`config.mk`:
```
export PLATFORM = sky130hd
export DESIGN_NAME = safety_interlock_escalation_fsm
export DESIGN_NICKNAME = d
export VERILOG_FILES = /design/src/hdl/sie_pkg.sv /design/src/hdl/sie_step.sv /design/src/hdl/safety_interlock_escalation_fsm.sv
export SDC_FILE = /design/constraint.sdc
export NUM_CORES = 1
export LEC_CHECK = 0
export ABC_CLOCK_PERIOD_IN_PS = 7400
export BUFFER_PORTS_ARGS = -buffer_cell sky130_fd_sc_hd__clkbuf_2
export CAP_MARGIN = 20
export CORE_UTILIZATION = 55
export DETAILED_ROUTE_END_ITERATION = 8
export PLACE_DENSITY = 0.7
export SETUP_SLACK_MARGIN = 0.3
export SLEW_MARGIN = 20
export SYNTH_ARGS = -nofsm -noshare
export SYNTH_HDL_FRONTEND = slang
export SYNTH_SLANG_ARGS = --single-unit
```
`constraint.sdc`:
```
create_clock -name clk -period 7.4 [get_ports clk]
set_input_delay 1.48 -clock clk [delete_from_list [all_inputs] [get_ports clk]]
set_output_delay 1.48 -clock clk [all_outputs]
set_load 0.02 [all_outputs]
```
`src/hdl/sie_pkg.sv`:
```
`timescale 1ns / 1ps
// shared types and codes for the safety interlock and escalation sequencer
// no dependencies; used by sie_step and safety_interlock_escalation_fsm

package sie_pkg;

    // counter width default
    localparam int COUNT_WIDTH_DEFAULT = 16;

    // configuration register file
    localparam int CFG_INDEX_WIDTH = 3;
    localparam int CFG_DATA_WIDTH  = 16;

    localparam logic [CFG_INDEX_WIDTH-1:0] REG_GLITCH_LIMIT      = 3'd0;
    localparam logic [CFG_INDEX_WIDTH-1:0] REG_CALM_SWEEP_TICKS  = 3'd1;
    localparam logic [CFG_INDEX_WIDTH-1:0] REG_SETTLE_TICKS      = 3'd2;
    localparam logic [CFG_INDEX_WIDTH-1:0] REG_ESCALATE_T1_TICKS = 3'd3;
    localparam logic [CFG_INDEX_WIDTH-1:0] REG_ESCALATE_T2_TICKS = 3'd4;
    localparam logic [CFG_INDEX_WIDTH-1:0] REG_ESTOP_DANGER_HIGH = 3'd5;

    // operation codes
    localparam logic [1:0] OP_TICK         = 2'd0;
    localparam logic [1:0] OP_FORCE_ESTOP  = 2'd1;
    localparam logic [1:0] OP_CLEAR_GLITCH = 2'd2;

    // safety sequence codes
    localparam logic [1:0] MODE_PANIC = 2'd0;
    localparam logic [1:0] MODE_CLEAR = 2'd1;
    localparam logic [1:0] MODE_READY = 2'd2;
    localparam logic [1:0] MODE_OK    = 2'd3;

    // watchdog escalation codes
    localparam logic [1:0] ESC_IDLE = 2'd0;
    localparam logic [1:0] ESC_MON  = 2'd1;
    localparam logic [1:0] ESC_HW   = 2'd2;
    localparam logic [1:0] ESC_CONT = 2'd3;

    typedef struct packed {
        logic [1:0] op;
        logic       link_connected;
        logic       estop_level;
        logic       ack_level;
        logic       zero_speed_level;
    } in_item_t;

    typedef struct packed {
        logic [1:0]  safety_mode;
        logic [1:0]  escalation_level;
        logic        contactor_relay_on;
        logic        hw_estop_relay_on;
        logic [15:0] calm_progress;
        logic [15:0] settle_progress;
        logic [15:0] glitch_total;
        logic        panic_estop_input;
        logic        panic_software_estop;
        logic        panic_link_lost;
    } out_item_t;

    typedef struct packed {
        logic [15:0] glitch_limit;
        logic [15:0] calm_sweep_ticks;
        logic [15:0] settle_ticks;
        logic [15:0] escalate_t1_ticks;
        logic [15:0] escalate_t2_ticks;
        logic        estop_danger_high;
    } cfg_t;

    typedef struct packed {
        logic estop;
        logic sw;
        logic link;
    } panic_flags_t;

    // fixed-width part of the sequencer state
    typedef struct packed {
        logic [1:0]   mode;
        logic [1:0]   prev_mode;
        logic [1:0]   escalation;
        logic [15:0]  calm_count;
        logic [15:0]  settle_count;
        logic         prev_link;
        logic         link_fault_latch;
        panic_flags_t flags;
    } seq_state_t;

endpackage

```
`src/hdl/sie_step.sv`:
```
`timescale 1ns / 1ps
// next-state and result logic for one item of the interlock sequencer
// depends on sie_pkg

module sie_step #(
    parameter int COUNT_WIDTH = sie_pkg::COUNT_WIDTH_DEFAULT
) (
    input  sie_pkg::in_item_t   item,
    input  sie_pkg::cfg_t       cfg,
    input  sie_pkg::seq_state_t cur,
    input  logic [COUNT_WIDTH-1:0] danger_run,
    input  logic [COUNT_WIDTH-1:0] glitch_count,
    input  logic [COUNT_WIDTH-1:0] escalation_count,
    output sie_pkg::seq_state_t nxt,
    output logic [COUNT_WIDTH-1:0] danger_run_next,
    output logic [COUNT_WIDTH-1:0] glitch_count_next,
    output logic [COUNT_WIDTH-1:0] escalation_count_next,
    output sie_pkg::out_item_t  result
);

    // compare width covers both the counters and the 16-bit limits
    localparam int CMP_W = (COUNT_WIDTH > 16) ? COUNT_WIDTH : 16;

    logic [COUNT_WIDTH-1:0] dr_inc;
    logic [COUNT_WIDTH-1:0] glitch_inc;
    logic [COUNT_WIDTH-1:0] esc_inc;
    logic [CMP_W-1:0]       thr_ext;
    logic [CMP_W-1:0]       t1_ext;
    logic [CMP_W-1:0]       t2_ext;
    logic [COUNT_WIDTH-1:0] glitch_report;
    logic                   triggered;
    logic                   dropped;
    logic                   entering;
    logic                   stopped;

    assign dr_inc     = (danger_run == '1) ? danger_run : danger_run + 1'b1;
    assign glitch_inc = (glitch_count == '1) ? glitch_count : glitch_count + 1'b1;
    assign esc_inc    = (escalation_count == '1) ? escalation_count
                                                 : escalation_count + 1'b1;
    assign thr_ext    = CMP_W'(cfg.glitch_limit);
    assign t1_ext     = CMP_W'(cfg.escalate_t1_ticks);
    assign t2_ext     = CMP_W'(cfg.escalate_t2_ticks);
    assign stopped    = !item.zero_speed_level;

    always_comb
    begin
        nxt                   = cur;
        danger_run_next       = danger_run;
        glitch_count_next     = glitch_count;
        escalation_count_next = escalation_count;
        glitch_report         = glitch_count;
        triggered             = 1'b0;
        dropped               = 1'b0;
        entering              = 1'b0;

        case (item.op)
            sie_pkg::OP_TICK:
            begin
                // e-stop filter
                if (item.estop_level == cfg.estop_danger_high)
                begin
                    danger_run_next = dr_inc;
                    if (CMP_W'(dr_inc) >= thr_ext)
                    begin
                        nxt.flags.estop = 1'b1;
                        triggered       = 1'b1;
                    end
                end
                else
                begin
                    if ((danger_run != '0) && (CMP_W'(danger_run) < thr_ext))
                    begin
                        glitch_count_next = glitch_inc;
                    end
                    nxt.flags.estop = 1'b0;
                    danger_run_next = '0;
                end

                dropped       = cur.prev_link && !item.link_connected;
                nxt.prev_link = item.link_connected;

                // safety sequence
                case (cur.mode)
                    sie_pkg::MODE_PANIC:
                    begin
                        if (item.link_connected && cur.link_fault_latch)
                        begin
                            nxt.link_fault_latch = 1'b0;
                            nxt.flags.link       = 1'b0;
                        end
                        // latch is released above whenever the link is present
                        if (!triggered && item.link_connected)
                        begin
                            nxt.flags.sw   = 1'b0;
                            nxt.mode       = sie_pkg::MODE_CLEAR;
                            nxt.calm_count = '0;
                        end
                    end
                    sie_pkg::MODE_CLEAR:
                    begin
                        if (cur.calm_count < cfg.calm_sweep_ticks)
                        begin
                            nxt.calm_count = cur.calm_count + 16'd1;
                        end
                        if (triggered)
                        begin
                            nxt.mode = sie_pkg::MODE_PANIC;
                        end
                        else if (dropped)
                        begin
                            nxt.link_fault_latch = 1'b1;
                            nxt.flags.link       = 1'b1;
                            nxt.mode             = sie_pkg::MODE_PANIC;
                        end
                        else if (!item.ack_level)
                        begin
                            nxt.mode         = sie_pkg::MODE_READY;
                            nxt.settle_count = '0;
                        end
                    end
                    sie_pkg::MODE_READY:
                    begin
                        if (triggered)
                        begin
                            nxt.mode         = sie_pkg::MODE_PANIC;
                            nxt.settle_count = '0;
                        end
                        else if (dropped)
                        begin
                            nxt.link_fault_latch = 1'b1;
                            nxt.flags.link       = 1'b1;
                            nxt.mode             = sie_pkg::MODE_PANIC;
                            nxt.settle_count     = '0;
                        end
                        else if (cur.settle_count >= cfg.settle_ticks)
                        begin
                            nxt.mode = sie_pkg::MODE_OK;
                        end
                        else
                        begin
                            nxt.settle_count = cur.settle_count + 16'd1;
                        end
                    end
                    default:
                    begin
                        if (triggered)
                        begin
                            nxt.mode = sie_pkg::MODE_PANIC;
                        end
                        else if (!item.link_connected)
                        begin
                            nxt.link_fault_latch = 1'b1;
                            nxt.flags.link       = 1'b1;
                            nxt.mode             = sie_pkg::MODE_PANIC;
                        end
                    end
                endcase

                // zero-speed watchdog
                entering = (nxt.mode == sie_pkg::MODE_PANIC)
                        && (cur.prev_mode != sie_pkg::MODE_PANIC);
                if (nxt.mode == sie_pkg::MODE_OK)
                begin
                    nxt.escalation        = sie_pkg::ESC_IDLE;
                    escalation_count_next = '0;
                end
                else if (entering && (cur.escalation == sie_pkg::ESC_IDLE))
                begin
                    nxt.escalation        = sie_pkg::ESC_MON;
                    escalation_count_next = '0;
                end
                else if ((nxt.mode == sie_pkg::MODE_PANIC)
                         && (cur.escalation == sie_pkg::ESC_MON))
                begin
                    if (stopped)
                    begin
                        nxt.escalation        = sie_pkg::ESC_IDLE;
                        escalation_count_next = '0;
                    end
                    else if (CMP_W'(esc_inc) >= t1_ext)
                    begin
                        nxt.escalation        = sie_pkg::ESC_HW;
                        escalation_count_next = '0;
                    end
                    else
                    begin
                        escalation_count_next = esc_inc;
                    end
                end
                else if ((nxt.mode == sie_pkg::MODE_PANIC)
                         && (cur.escalation == sie_pkg::ESC_HW))
                begin
                    if (!stopped)
                    begin
                        escalation_count_next = esc_inc;
                        if (CMP_W'(esc_inc) >= t2_ext)
                        begin
                            nxt.escalation = sie_pkg::ESC_CONT;
                        end
                    end
                end
                nxt.prev_mode = nxt.mode;
                glitch_report = glitch_count_next;
            end
            sie_pkg::OP_FORCE_ESTOP:
            begin
                nxt.mode         = sie_pkg::MODE_PANIC;
                nxt.flags.sw     = 1'b1;
                nxt.settle_count = '0;
                danger_run_next  = '0;
            end
            sie_pkg::OP_CLEAR_GLITCH:
            begin
                glitch_count_next = '0;
            end
            default:
            begin
                // unused op: report only
            end
        endcase
    end

    always_comb
    begin
        result.safety_mode          = nxt.mode;
        result.escalation_level     = nxt.escalation;
        result.contactor_relay_on   = (nxt.escalation != sie_pkg::ESC_CONT);
        result.hw_estop_relay_on    = (nxt.escalation == sie_pkg::ESC_IDLE)
                                   || (nxt.escalation == sie_pkg::ESC_MON);
        result.calm_progress        = nxt.calm_count;
        result.settle_progress      = nxt.settle_count;
        result.glitch_total         = 16'(glitch_report);
        result.panic_estop_input    = nxt.flags.estop;
        result.panic_software_estop = nxt.flags.sw;
        result.panic_link_lost      = nxt.flags.link;
    end

endmodule

```
`src/hdl/safety_interlock_escalation_fsm.sv`:
```
`timescale 1ns / 1ps
// top level of the safety interlock and escalation sequencer
// depends on sie_pkg and sie_step
//
//  channel   handshake              payload      direction
//  in        in_valid / in_ready    in_item      item into the block
//  out       out_valid / out_ready  out_item     one result item per input item
//  cfg       cfg_write              cfg_index,   register write, no wait
//                                   cfg_data
//
// one item per clock sustained while out_ready stays high; an accepted item
// moves from the input register to the result register through the single
// pass of sie_step between them
// rst_n clears valids and sequencer state: mode panic, watchdog idle,
// counters zero, registers at their reset values
// a stalled result holds the result register and, one deep behind it, the
// input register; in_ready drops only when both are full and out_ready is low

module safety_interlock_escalation_fsm #(
    parameter int COUNT_WIDTH = sie_pkg::COUNT_WIDTH_DEFAULT
) (
    input  logic                                  clk,
    input  logic                                  rst_n,
    input  logic                                  in_valid,
    output logic                                  in_ready,
    input  sie_pkg::in_item_t                     in_item,
    output logic                                  out_valid,
    input  logic                                  out_ready,
    output sie_pkg::out_item_t                    out_item,
    input  logic                                  cfg_write,
    input  logic [sie_pkg::CFG_INDEX_WIDTH-1:0]   cfg_index,
    input  logic [sie_pkg::CFG_DATA_WIDTH-1:0]    cfg_data
);

    // configuration registers
    sie_pkg::cfg_t cfg_reg;

    // pipeline registers
    logic               in_valid_reg;
    logic               in_valid_next;
    sie_pkg::in_item_t  in_item_reg;
    logic               out_valid_reg;
    logic               out_valid_next;
    sie_pkg::out_item_t out_item_reg;

    // sequencer state
    sie_pkg::seq_state_t    seq_reg;
    sie_pkg::seq_state_t    seq_next;
    logic [COUNT_WIDTH-1:0] danger_run_reg;
    logic [COUNT_WIDTH-1:0] danger_run_next;
    logic [COUNT_WIDTH-1:0] glitch_count_reg;
    logic [COUNT_WIDTH-1:0] glitch_count_next;
    logic [COUNT_WIDTH-1:0] escalation_count_reg;
    logic [COUNT_WIDTH-1:0] escalation_count_next;
    sie_pkg::out_item_t     result;

    logic advance;  // result register can take a new item
    logic process;  // the held input item is worked this cycle

    assign advance   = !out_valid_reg || out_ready;
    assign process   = in_valid_reg && advance;
    assign in_ready  = !in_valid_reg || advance;
    assign out_valid = out_valid_reg;
    assign out_item  = out_item_reg;

    assign in_valid_next  = in_ready ? in_valid : in_valid_reg;
    assign out_valid_next = advance ? in_valid_reg : out_valid_reg;

    // config write port, indexes beyond the list are ignored
    always_ff @(posedge clk or negedge rst_n)
    begin
        if (!rst_n)
        begin
            cfg_reg.glitch_limit      <= 16'd5;
            cfg_reg.calm_sweep_ticks  <= 16'd100;
            cfg_reg.settle_ticks      <= 16'd50;
            cfg_reg.escalate_t1_ticks <= 16'd200;
            cfg_reg.escalate_t2_ticks <= 16'd400;
            cfg_reg.estop_danger_high <= 1'b1;
        end
        else if (cfg_write)
        begin
            case (cfg_index)
                sie_pkg::REG_GLITCH_LIMIT:      cfg_reg.glitch_limit      <= cfg_data;
                sie_pkg::REG_CALM_SWEEP_TICKS:  cfg_reg.calm_sweep_ticks  <= cfg_data;
                sie_pkg::REG_SETTLE_TICKS:      cfg_reg.settle_ticks      <= cfg_data;
                sie_pkg::REG_ESCALATE_T1_TICKS: cfg_reg.escalate_t1_ticks <= cfg_data;
                sie_pkg::REG_ESCALATE_T2_TICKS: cfg_reg.escalate_t2_ticks <= cfg_data;
                sie_pkg::REG_ESTOP_DANGER_HIGH: cfg_reg.estop_danger_high <= cfg_data[0];
                default:
                begin
                end
            endcase
        end
    end

    // handshake valids
    always_ff @(posedge clk or negedge rst_n)
    begin
        if (!rst_n)
        begin
            in_valid_reg  <= 1'b0;
            out_valid_reg <= 1'b0;
        end
        else
        begin
            in_valid_reg  <= in_valid_next;
            out_valid_reg <= out_valid_next;
        end
    end

    // payload registers, no reset needed
    always_ff @(posedge clk)
    begin
        if (in_ready && in_valid)
        begin
            in_item_reg <= in_item;
        end
        if (process)
        begin
            out_item_reg <= result;
        end
    end

    // per-item logic
    sie_step #(
        .COUNT_WIDTH (COUNT_WIDTH)
    ) u_step (
        .item                  (in_item_reg),
        .cfg                   (cfg_reg),
        .cur                   (seq_reg),
        .danger_run            (danger_run_reg),
        .glitch_count          (glitch_count_reg),
        .escalation_count      (escalation_count_reg),
        .nxt                   (seq_next),
        .danger_run_next       (danger_run_next),
        .glitch_count_next     (glitch_count_next),
        .escalation_count_next (escalation_count_next),
        .result                (result)
    );

    // sequencer state advances once per worked item
    always_ff @(posedge clk or negedge rst_n)
    begin
        if (!rst_n)
        begin
            seq_reg.mode             <= sie_pkg::MODE_PANIC;
            seq_reg.prev_mode        <= sie_pkg::MODE_OK;
            seq_reg.escalation       <= sie_pkg::ESC_IDLE;
            seq_reg.calm_count       <= '0;
            seq_reg.settle_count     <= '0;
            seq_reg.prev_link        <= 1'b0;
            seq_reg.link_fault_latch <= 1'b0;
            seq_reg.flags            <= '0;
            danger_run_reg           <= '0;
            glitch_count_reg         <= '0;
            escalation_count_reg     <= '0;
        end
        else if (process)
        begin
            seq_reg              <= seq_next;
            danger_run_reg       <= danger_run_next;
            glitch_count_reg     <= glitch_count_next;
            escalation_count_reg <= escalation_count_next;
        end
    end

    // watchdog is always idle once the sequence reaches ok
    assert property (@(posedge clk) disable iff (!rst_n)
        (seq_reg.mode == sie_pkg::MODE_OK) |-> (seq_reg.escalation == sie_pkg::ESC_IDLE))
        else $error("watchdog active in ok mode");

    // a latched link fault keeps the sequence in panic and its flag raised
    assert property (@(posedge clk) disable iff (!rst_n)
        seq_reg.link_fault_latch |->
            ((seq_reg.mode == sie_pkg::MODE_PANIC) && seq_reg.flags.link))
        else $error("link fault latch without panic or flag");

    // an item waiting in the input register is worked as soon as the output frees
    assert property (@(posedge clk) disable iff (!rst_n)
        (in_valid_reg && advance) |=> out_valid_reg)
        else $error("worked item did not reach the result register");

    // a result held under stall does not change
    assert property (@(posedge clk) disable iff (!rst_n)
        (out_valid_reg && !out_ready) |=> $stable(out_item_reg) && $stable(seq_reg))
        else $error("result or state moved during output stall");

endmodule

```
**Yosys cells after proc, flatten, opt, wreduce, memory -nomap -nowiden**

Cells that the tools add are included.

- Add/subtract/negate cells: 5
- $lt $le $gt $ge: 6
- Equal/unequal tests: 23
- Mux-type cells: 70
- Reductions and logical operators: 41

Operator list:

| operator | count |
|---|---|
| two-way mux 16 bit | 22 |
| case mux 16 bit (2 select lines) | 5 |
| adder 16 x 1 -> 16 bit, second input constant | 5 |
| greater-or-equal comparator 16 bit | 4 |
| equality test 16 bit, second input constant | 3 |
| two-way mux 2 bit | 18 |
| < comparator 16 bit | 2 |
| two-way mux 1 bit | 19 |
| two-way mux 18 bit | 1 |
| AND reduction 2 bit | 9 |
| nonzero test 16 bit | 1 |
| logical AND 1 bit | 10 |
| logical NOT 2 bit | 5 |
| equality test 2 x 1 -> 1 bit, second input constant | 4 |
| equality test 2 bit, second input constant | 4 |
| nonzero test 4 bit | 2 |
| AND reduction 7 bit | 1 |
| equality test 3 x 2 -> 1 bit, second input constant | 2 |
| equality test 3 bit, second input constant | 2 |
| != test 2 bit, second input constant | 3 |
| case mux 1 bit (2 select lines) | 3 |
| case mux 2 bit (3 select lines) | 1 |
| nonzero test 2 bit | 3 |
| logical NOT 1 bit | 4 |
| 9 further kinds | 12 |

- Register bits after elaboration: 237
- Bits of input ports: 30
- Output and inout bits: 59
- Logic and storage cells: 181

**Depth between registers and ports, before layout**

Gate-level depths: netlist of run 1.

- Word-level depth: 20
- Mapped depth: 22
- Gate-level depth less buffers: 18

**Modules after synthesis**

A second synthesis of run 1 with hierarchy kept.

- Cells, all modules: 1457
- Area, all modules: 15025.7 µm²

Modules (own cells, without submodules):

| module | instances | cells an instance | area each (µm²) | seq. area each (µm²) |
|---|---|---|---|---|
| safety_interlock_escalation_fsm | 1 | 441 | 8473.1 | 6267.3 |
| sie_step | 1 | 1016 | 6552.5 | 0.0 |

**Worst setup path before layout of run 1**

OpenSTA, ideal clock, no wires.

- Path kind: flip-flop to flip-flop
- Start: register danger_run_reg[5]
- End: register out_item_reg (netlist bit out_item[53]) (data pin)
- Library setup time: 0.265 ns
- Arrival time: 4.279 ns
- Data required time: 7.135 ns
- Path slack: 2.857 ns
- Cell stages (with the launch flop): 21
- Path buffers: 3
- Period minus slack after synthesis: 4.543 ns
- Path through: dfrtp_1 clkbuf_1 nand3_1 nor2_1 nand3_1 or3_1 clkbuf_1 nand4_1 nor2_1 xor2_1 ha_1 a211o_1 a21oi_1 o31ai_2 a211oi_4 mux2_1 o31a_4 buf_6 and3_1 a2111oi_2 nand2_1

RTL lines:

| item | line | text |
|---|---|---|
| start, declared | safety_interlock_escalation_fsm.sv:49 | `logic [COUNT_WIDTH-1:0] danger_run_reg;` |
| start signal, assigned | safety_interlock_escalation_fsm.sv:162 | `danger_run_reg <= danger_run_next;` |
| end signal, assigned | safety_interlock_escalation_fsm.sv:121 | `out_item_reg <= result;` |
| end, declared | safety_interlock_escalation_fsm.sv:44 | `sie_pkg::out_item_t out_item_reg;` |

==> results.py, run 1 <==
metrics = {
    "run_status": {
        "status": "completed",
    },
    "synth": {
        "ys.warnings.count": 0,
        "ys_types": 90,
        "synth_edf_count": 63,
        "syn_nets": 1615,
        "syn_area_um2": 14100,
        "synth-async-reset-ratio_pct": 73.4,
        "synthTopCellsByCount": "nand2_1, dfrtp_1, o21ai_0",
        "syn_area_per_cell_um2": 9.55,
        "synth_top_area_share_pct": 27.8,
        "synthMostInstantiatedCell": "nand2_1",
        "yosys_register_bits": 237,
        "synth-main-ff-cell": "dfrtp_1",
        "ys_seq_area_share_pct": 44.3,
        "synth_top_cell_by_area": "dfrtp_1",
        "synth.area.top_cells": "dfrtp_1, edfxtp_1, ha_1",
        "synth_cells": 1481,
    },
    "clock_network": {
        "cts-resized-gates": 0,
        "cts_max_level": 1,
        "path_clk_slew_ns": 0.06,
        "cts_buffer_depth": 3,
        "clock_sinks": 237,
        "cts_hold_buf": 0,
        "cts_setup_buffers": 0,
        "clock-root-buffer": "clkbuf_16",
        "clock_latency_ns": 0.53,
        "numCtsBuffers": 27,
        "cts_tree": "built",
    },
    "routing": {
        "drc": 0,
        "highest_layer": "met4",
        "antenna_left": 0,
        "drt_first_pass_iters": 7,
        "wl_per_cell_um": 19.4,
        "vias_per_cell": 6.13,
        "drt_iter0_markers": 1044,
        "vias": 11590,
        "met1_length_um": 16700,
        "routed_wl_um": 36700,
        "dr_wl_met2_um": 17200,
        "route.met3.wl_um": 1670,
    },
    "power_and_ir_drop": {
        "power_density_nw_per_um2": 237,
        "irDropWorstVdd_uv": 214,
        "power_mw": 3.74,
        "p_leak_nw": 7.14,
    },
    "sta": {
        "hold_violations": 0,
        "fin_skew_ns": 0.00704,
        "min_period_over_period_pct": 72.2,
        "clock.fmax_mhz": 187,
        "rsz0062_at_grt": "false",
        "slew_viol_final": 0,
        "setup_tns_ns": 0,
        "fin_ws_ns": 2.06,
        "setup_violations": 0,
        "worstMarginPinSlew_ns": 0.998,
        "fin_crit_ns": 5.34,
        "slew_headroom_pct": 33.3,
    },
    "grt": {
        "grt_usage_pct": 28.6,
        "first_global_vias": 11319,
        "grt_pass1_wl_um": 59900,
        "antenna_found_initial": 0,
        "grt_overflow_total": 0,
        "grt_start_max_net_pins": 65,
    },
    "worst_setup_path": {
        "arrival_ns": 5.75,
        "critPathMaxFanout": 14,
        "critPathLaunchType": "flip-flop",
        "required_ns": 7.81,
        "crit_type": "reg2reg",
        "end_kind": "flip-flop",
    },
    "placement": {
        "place_ws_ns": 2.14,
        "dp_hpwl_um": 25000,
        "portBuffers": 88,
        "gp_congestion": 0.874,
    },
    "floorplanning": {
        "rows": 58,
        "die_w_um": 162,
        "start_util_pct": 56.2,
        "core_um2": 25200,
        "die_h_um": 162,
        "io_pins": 89,
        "dieArea_um2": 26400,
    },
    "job": {
        "maxCapViolCount": 0,
    },
    "final_layout": {
        "fin_nets": 1675,
        "largest_register_ffs": 81,
        "area_growth_pct": 11.3,
        "utilization_pct": 62.5,
        "drive_gt1_share_pct": 14.5,
        "n_antenna_cell": 0,
    },
    "worst_hold_path": {
        "hp-class": "reg2reg",
    },
}
[power by group]
group	internal, mW	switching [mW]	leakage, nW
clock	0.786	0.540	0.418
combinational	0.287	0.512	3.91
sequential	1.52	0.0903	2.81
[area by class of cell]
type                       instances  area, µm²
clock buffer                      33        718
clock inverter                    16        145
fill                            2101       9440
inverter                         103        387
multi-input combinational       1067       7240
sequential                       237       6270
tap                              330        413
timing repair buffer             105        578
[layer usage]
layer / vias up / track usage [%]
met5: - / 0
met4: 0 / 9.91
li1: 5524 / -
met2: 323 / 46.4
met1: 5686 / 40.1
met3: 57 / 2.88
[cells by family (layout without fill, tap and decap cells)]
kind of cell    after synthesis  after routing  share of synthesized area, %
xor+xnor                     34             34                          2.16
buf+inv                     177            257                          4.90
compound gates              442            442                          21.1
simple gates                458            458                          15.9
mux                          29             29                          2.35
fa+ha+maj                   104            104                          9.20
flops                       237            237                          44.3
[cell usage in the layout, fill, tap and decap left out, types with 12 or more instances in the layout]
master     synthesis  final
nand2_1          195    195
dfrtp_1          157    157
o21ai_0          156    156
ha_1             104    104
inv_1            102    102
clkbuf_2           0     87
a21oi_1           67     66
edfxtp_1          63     63
nor2_1            54     52
nand3_1           38     38
and3_1            36     36
nand4_1           35     35
a21o_1            33     33
o31ai_1           29     29
clkbuf_16          0     27
a22o_1            26     26
xnor2_1           24     24
mux2_2            23     23
nor3_1            21     20
a31oi_1           18     18
dfstp_2           17     17
nand2b_1          17     16
buf_4              2     16
a41oi_1           12     12
[per-stage QoR]
step | cell area, µm² | hold WS (ns) | cells
finish | 15700 | 0.476 | 1891
global route | 15700 | 0.510 | 1891
CTS | 15700 | 0.476 | 1890
detailed placement | 14900 | 0.461 | 1841
global placement | 14900 | 0.451 | 1841
floorplan | 14100 | 0.439 | 1481
[worst paths after layout]
path,start,endpoint,slack [ns],cells after the start
max in group asynchronous,rst_n,seq_reg[15],5.18,2
max reg2reg,danger_run_reg[5],out_item[33],2.06,17
max,danger_run_reg[5],out_item[33],2.06,17
min reg2reg,seq_reg[2],seq_reg[2],0.48,2
min,seq_reg[2],seq_reg[2],0.48,2
min in group asynchronous,rst_n,escalation_count_reg[15],0.91,1
[critical path, stage by stage, from the launching register on]
cell	delay, ns
dfrtp_1	0.49
nand3_1	0.13
nor2_1	0.22
nand3_1	0.13
or3_1	0.50
nand4_1	0.26
nor2_1	0.17
xor2_1	0.18
ha_1	0.32
a211o_1	0.31
a21oi_1	0.19
o31ai_2	0.18
a21oi_2	0.28
nand4_1	0.58
nor2_1	0.78
nand2_1	0.18
o21ai_0	0.20
a31o_2	0.13
Power figures use the tool's default switching activity.
==> run 2, diff against run 1 <==
Settings changed: ABC_CLOCK_PERIOD_IN_PS 7400 to 4500, PLACE_DENSITY 0.7 to 0.73.
Clock period 7.4 ns to 4.5 ns, I/O delays scaled along.
==> run 2 against run 1 <==
- worst setup slack worse by 1.8 ns
- sequential share of layout area is 1.9 points lower
- non-clock buffer count is 62 higher
- total power is 71% higher
- global-route usage is 0.28 points lower
- clock-buffer cell count is 4 higher
- critical path depth is 2 higher
- register-to-register slack worse by 1.8 ns
- fmax is 26% higher
- cell area is 5.2% higher
- critical path type unchanged
- largest cell class unchanged
- largest power group unchanged
==> results.py, run 2 (synthesis results as in run 1) <==
metrics = {
    "run_status": {
        "status": "completed",
    },
    "worst_setup_path": {
        "cp_top_family": "simple AND/OR/NAND/NOR gates",
        "required_ns": 4.92,
        "slowest_stage": "or4b_4",
        "worstSetupStartpoint": "escalation_count_reg[5]",
        "slowest_delay_ns": 0.53,
        "end_kind": "flip-flop",
        "critPathLaunchType": "flip-flop",
        "critPathMaxFanout": 6,
        "rr_startpoint": "escalation_count_reg[5]",
        "cp_num_buf_inv": 2,
        "arrival_ns": 4.67,
        "r2r_slack_ns": 0.25,
        "crit_type": "reg2reg",
        "crit_path_cell_trace": "and4_1 > nand4_1 > buf_4 > nor2_2 > nand3_1 > or2_4 > nor3_2 > a21oi_2 > ha_1 > nand4_1 > nor3_2 > nand2_1 > a31o_2 > and3b_2 > or4b_4 > mux2i_4 > buf_6 > o21bai_1 > a22o_1",
    },
    "sta": {
        "clock.fmax_mhz": 235,
        "fin_crit_ns": 4.25,
        "hold_violations": 0,
        "setup_tns_ns": 0,
        "fin_ws_ns": 0.250,
        "min_period_over_period_pct": 94.4,
        "slew_viol_final": 0,
        "fin_skew_ns": 0.0205,
        "worstMarginPinSlew_ns": 0.963,
        "slew_headroom_pct": 35.5,
        "setup_violations": 0,
        "rsz0062_at_grt": "true",
        "worst_hold_slack_ns": 0.389,
    },
    "clock_network": {
        "cts_tree": "built",
        "cts_max_level": 1,
        "cts_buffer_depth": 3,
        "cts_hold_buf": 0,
        "clock-root-buffer": "clkbuf_16",
        "path_clk_slew_ns": 0.06,
        "clock_sinks": 237,
        "clock_latency_ns": 0.55,
        "numCtsBuffers": 27,
    },
    "routing": {
        "antenna_left": 0,
        "drt_iter0_markers": 1138,
        "vias_per_cell": 6.14,
        "routed_wl_um": 37500,
        "vias": 11994,
        "drc": 0,
        "drt_first_pass_iters": 6,
        "wl_per_cell_um": 19.2,
    },
    "placement": {
        "gp_congestion": 0.896,
        "dp_hpwl_um": 25400,
        "place_ws_ns": 0.0882,
        "portBuffers": 88,
    },
    "grt": {
        "antenna_found_initial": 0,
        "first_global_vias": 11334,
        "grt_usage_pct": 28.4,
        "grt_overflow_total": 0,
        "grt_pass1_wl_um": 59300,
        "grt_start_max_net_pins": 80,
    },
    "floorplanning": {
        "dieArea_um2": 26400,
        "core_um2": 25200,
        "rows": 58,
        "start_util_pct": 56.2,
        "die_w_um": 162,
        "io_pins": 89,
        "die_h_um": 162,
    },
    "final_layout": {
        "largest_register_ffs": 81,
        "layout_commonest_cell": "nand2_1",
        "multi_input_area_um2": 7500,
        "seqCellArea_um2": 6270,
        "utilization_pct": 65.8,
        "fin_nets": 1738,
        "area_growth_pct": 17.1,
        "n_fill_cell": 2005,
        "n_antenna_cell": 0,
        "mostFrequentLayoutCells": "nand2_1, o21ai_0, dfrtp_1",
        "drive_gt1_share_pct": 20.6,
    },
    "power_and_ir_drop": {
        "power_mw": 6.38,
        "p_leak_nw": 7.52,
        "power_density_nw_per_um2": 385,
        "irDropWorstVdd_uv": 358,
    },
    "worst_hold_path": {
        "hp-class": "in2async",
    },
    "job": {
        "maxCapViolCount": 0,
    },
}
## run 2: cell type report
class                   instances  share of cell area [%]
well taps                     330                    2.49
inverters                     103                    2.33
flip-flops and latches        237                    37.9
clock buffers                  37                    4.43
repair buffers                167                    6.44
clock inverters                13                    1.16
multi-input cells            1068                    45.3
## run 2: final timing paths
path	cells past startpoint	end
max reg2reg	19	escalation_count_reg[0]
max in group asynchronous	2	cfg_reg[67]
min reg2reg	1	out_valid
min in group clk	1	out_valid
min	1	escalation_count_reg[7]
max	19	escalation_count_reg[0]
## run 2: per-stage QoR
stage                     cells  instance area [µm²]
final                      1955                16600
after global routing       1955                16600
after CTS                  1930                16200
after detailed placement   1872                15200
after global placement     1872                15100
after floorplan            1481                14200
## run 2: layer usage
metal  part of all wire (%)  global-route usage [%]  up-vias
met2                     47                    46.3      435
li1                       -                       -     5650
met1                     44                    39.7     5848
met5                      0                       0        -
met3                    6.4                    3.08       61
met4                    2.2                    8.62        0
## run 2: where the power goes
part	total, mW	internal (mW)	switching [mW]
logic	1.41	0.525	0.880
clock network	2.33	1.42	0.904
registers	2.64	2.50	0.143
## run 2: worst register-to-register path, delay by kind of cell, from the launching register on
kind	cells	cell delay [ns]
simple gates	11	2.25
compound gates	4	0.57
buf+inv	2	0.38
flops	1	0.36
fa+ha+maj	1	0.31
mux	1	0.25
## run 2: what timing repair did
action | 4_1_cts | 5_1_grt
setup endpoints to repair | 24 | 65
resized for setup | 12 | 41
hold endpoints to repair | 0 | 0
gates cloned | 0 | 1
pin swaps | 8 | 23
buffers inserted | 8 | 24
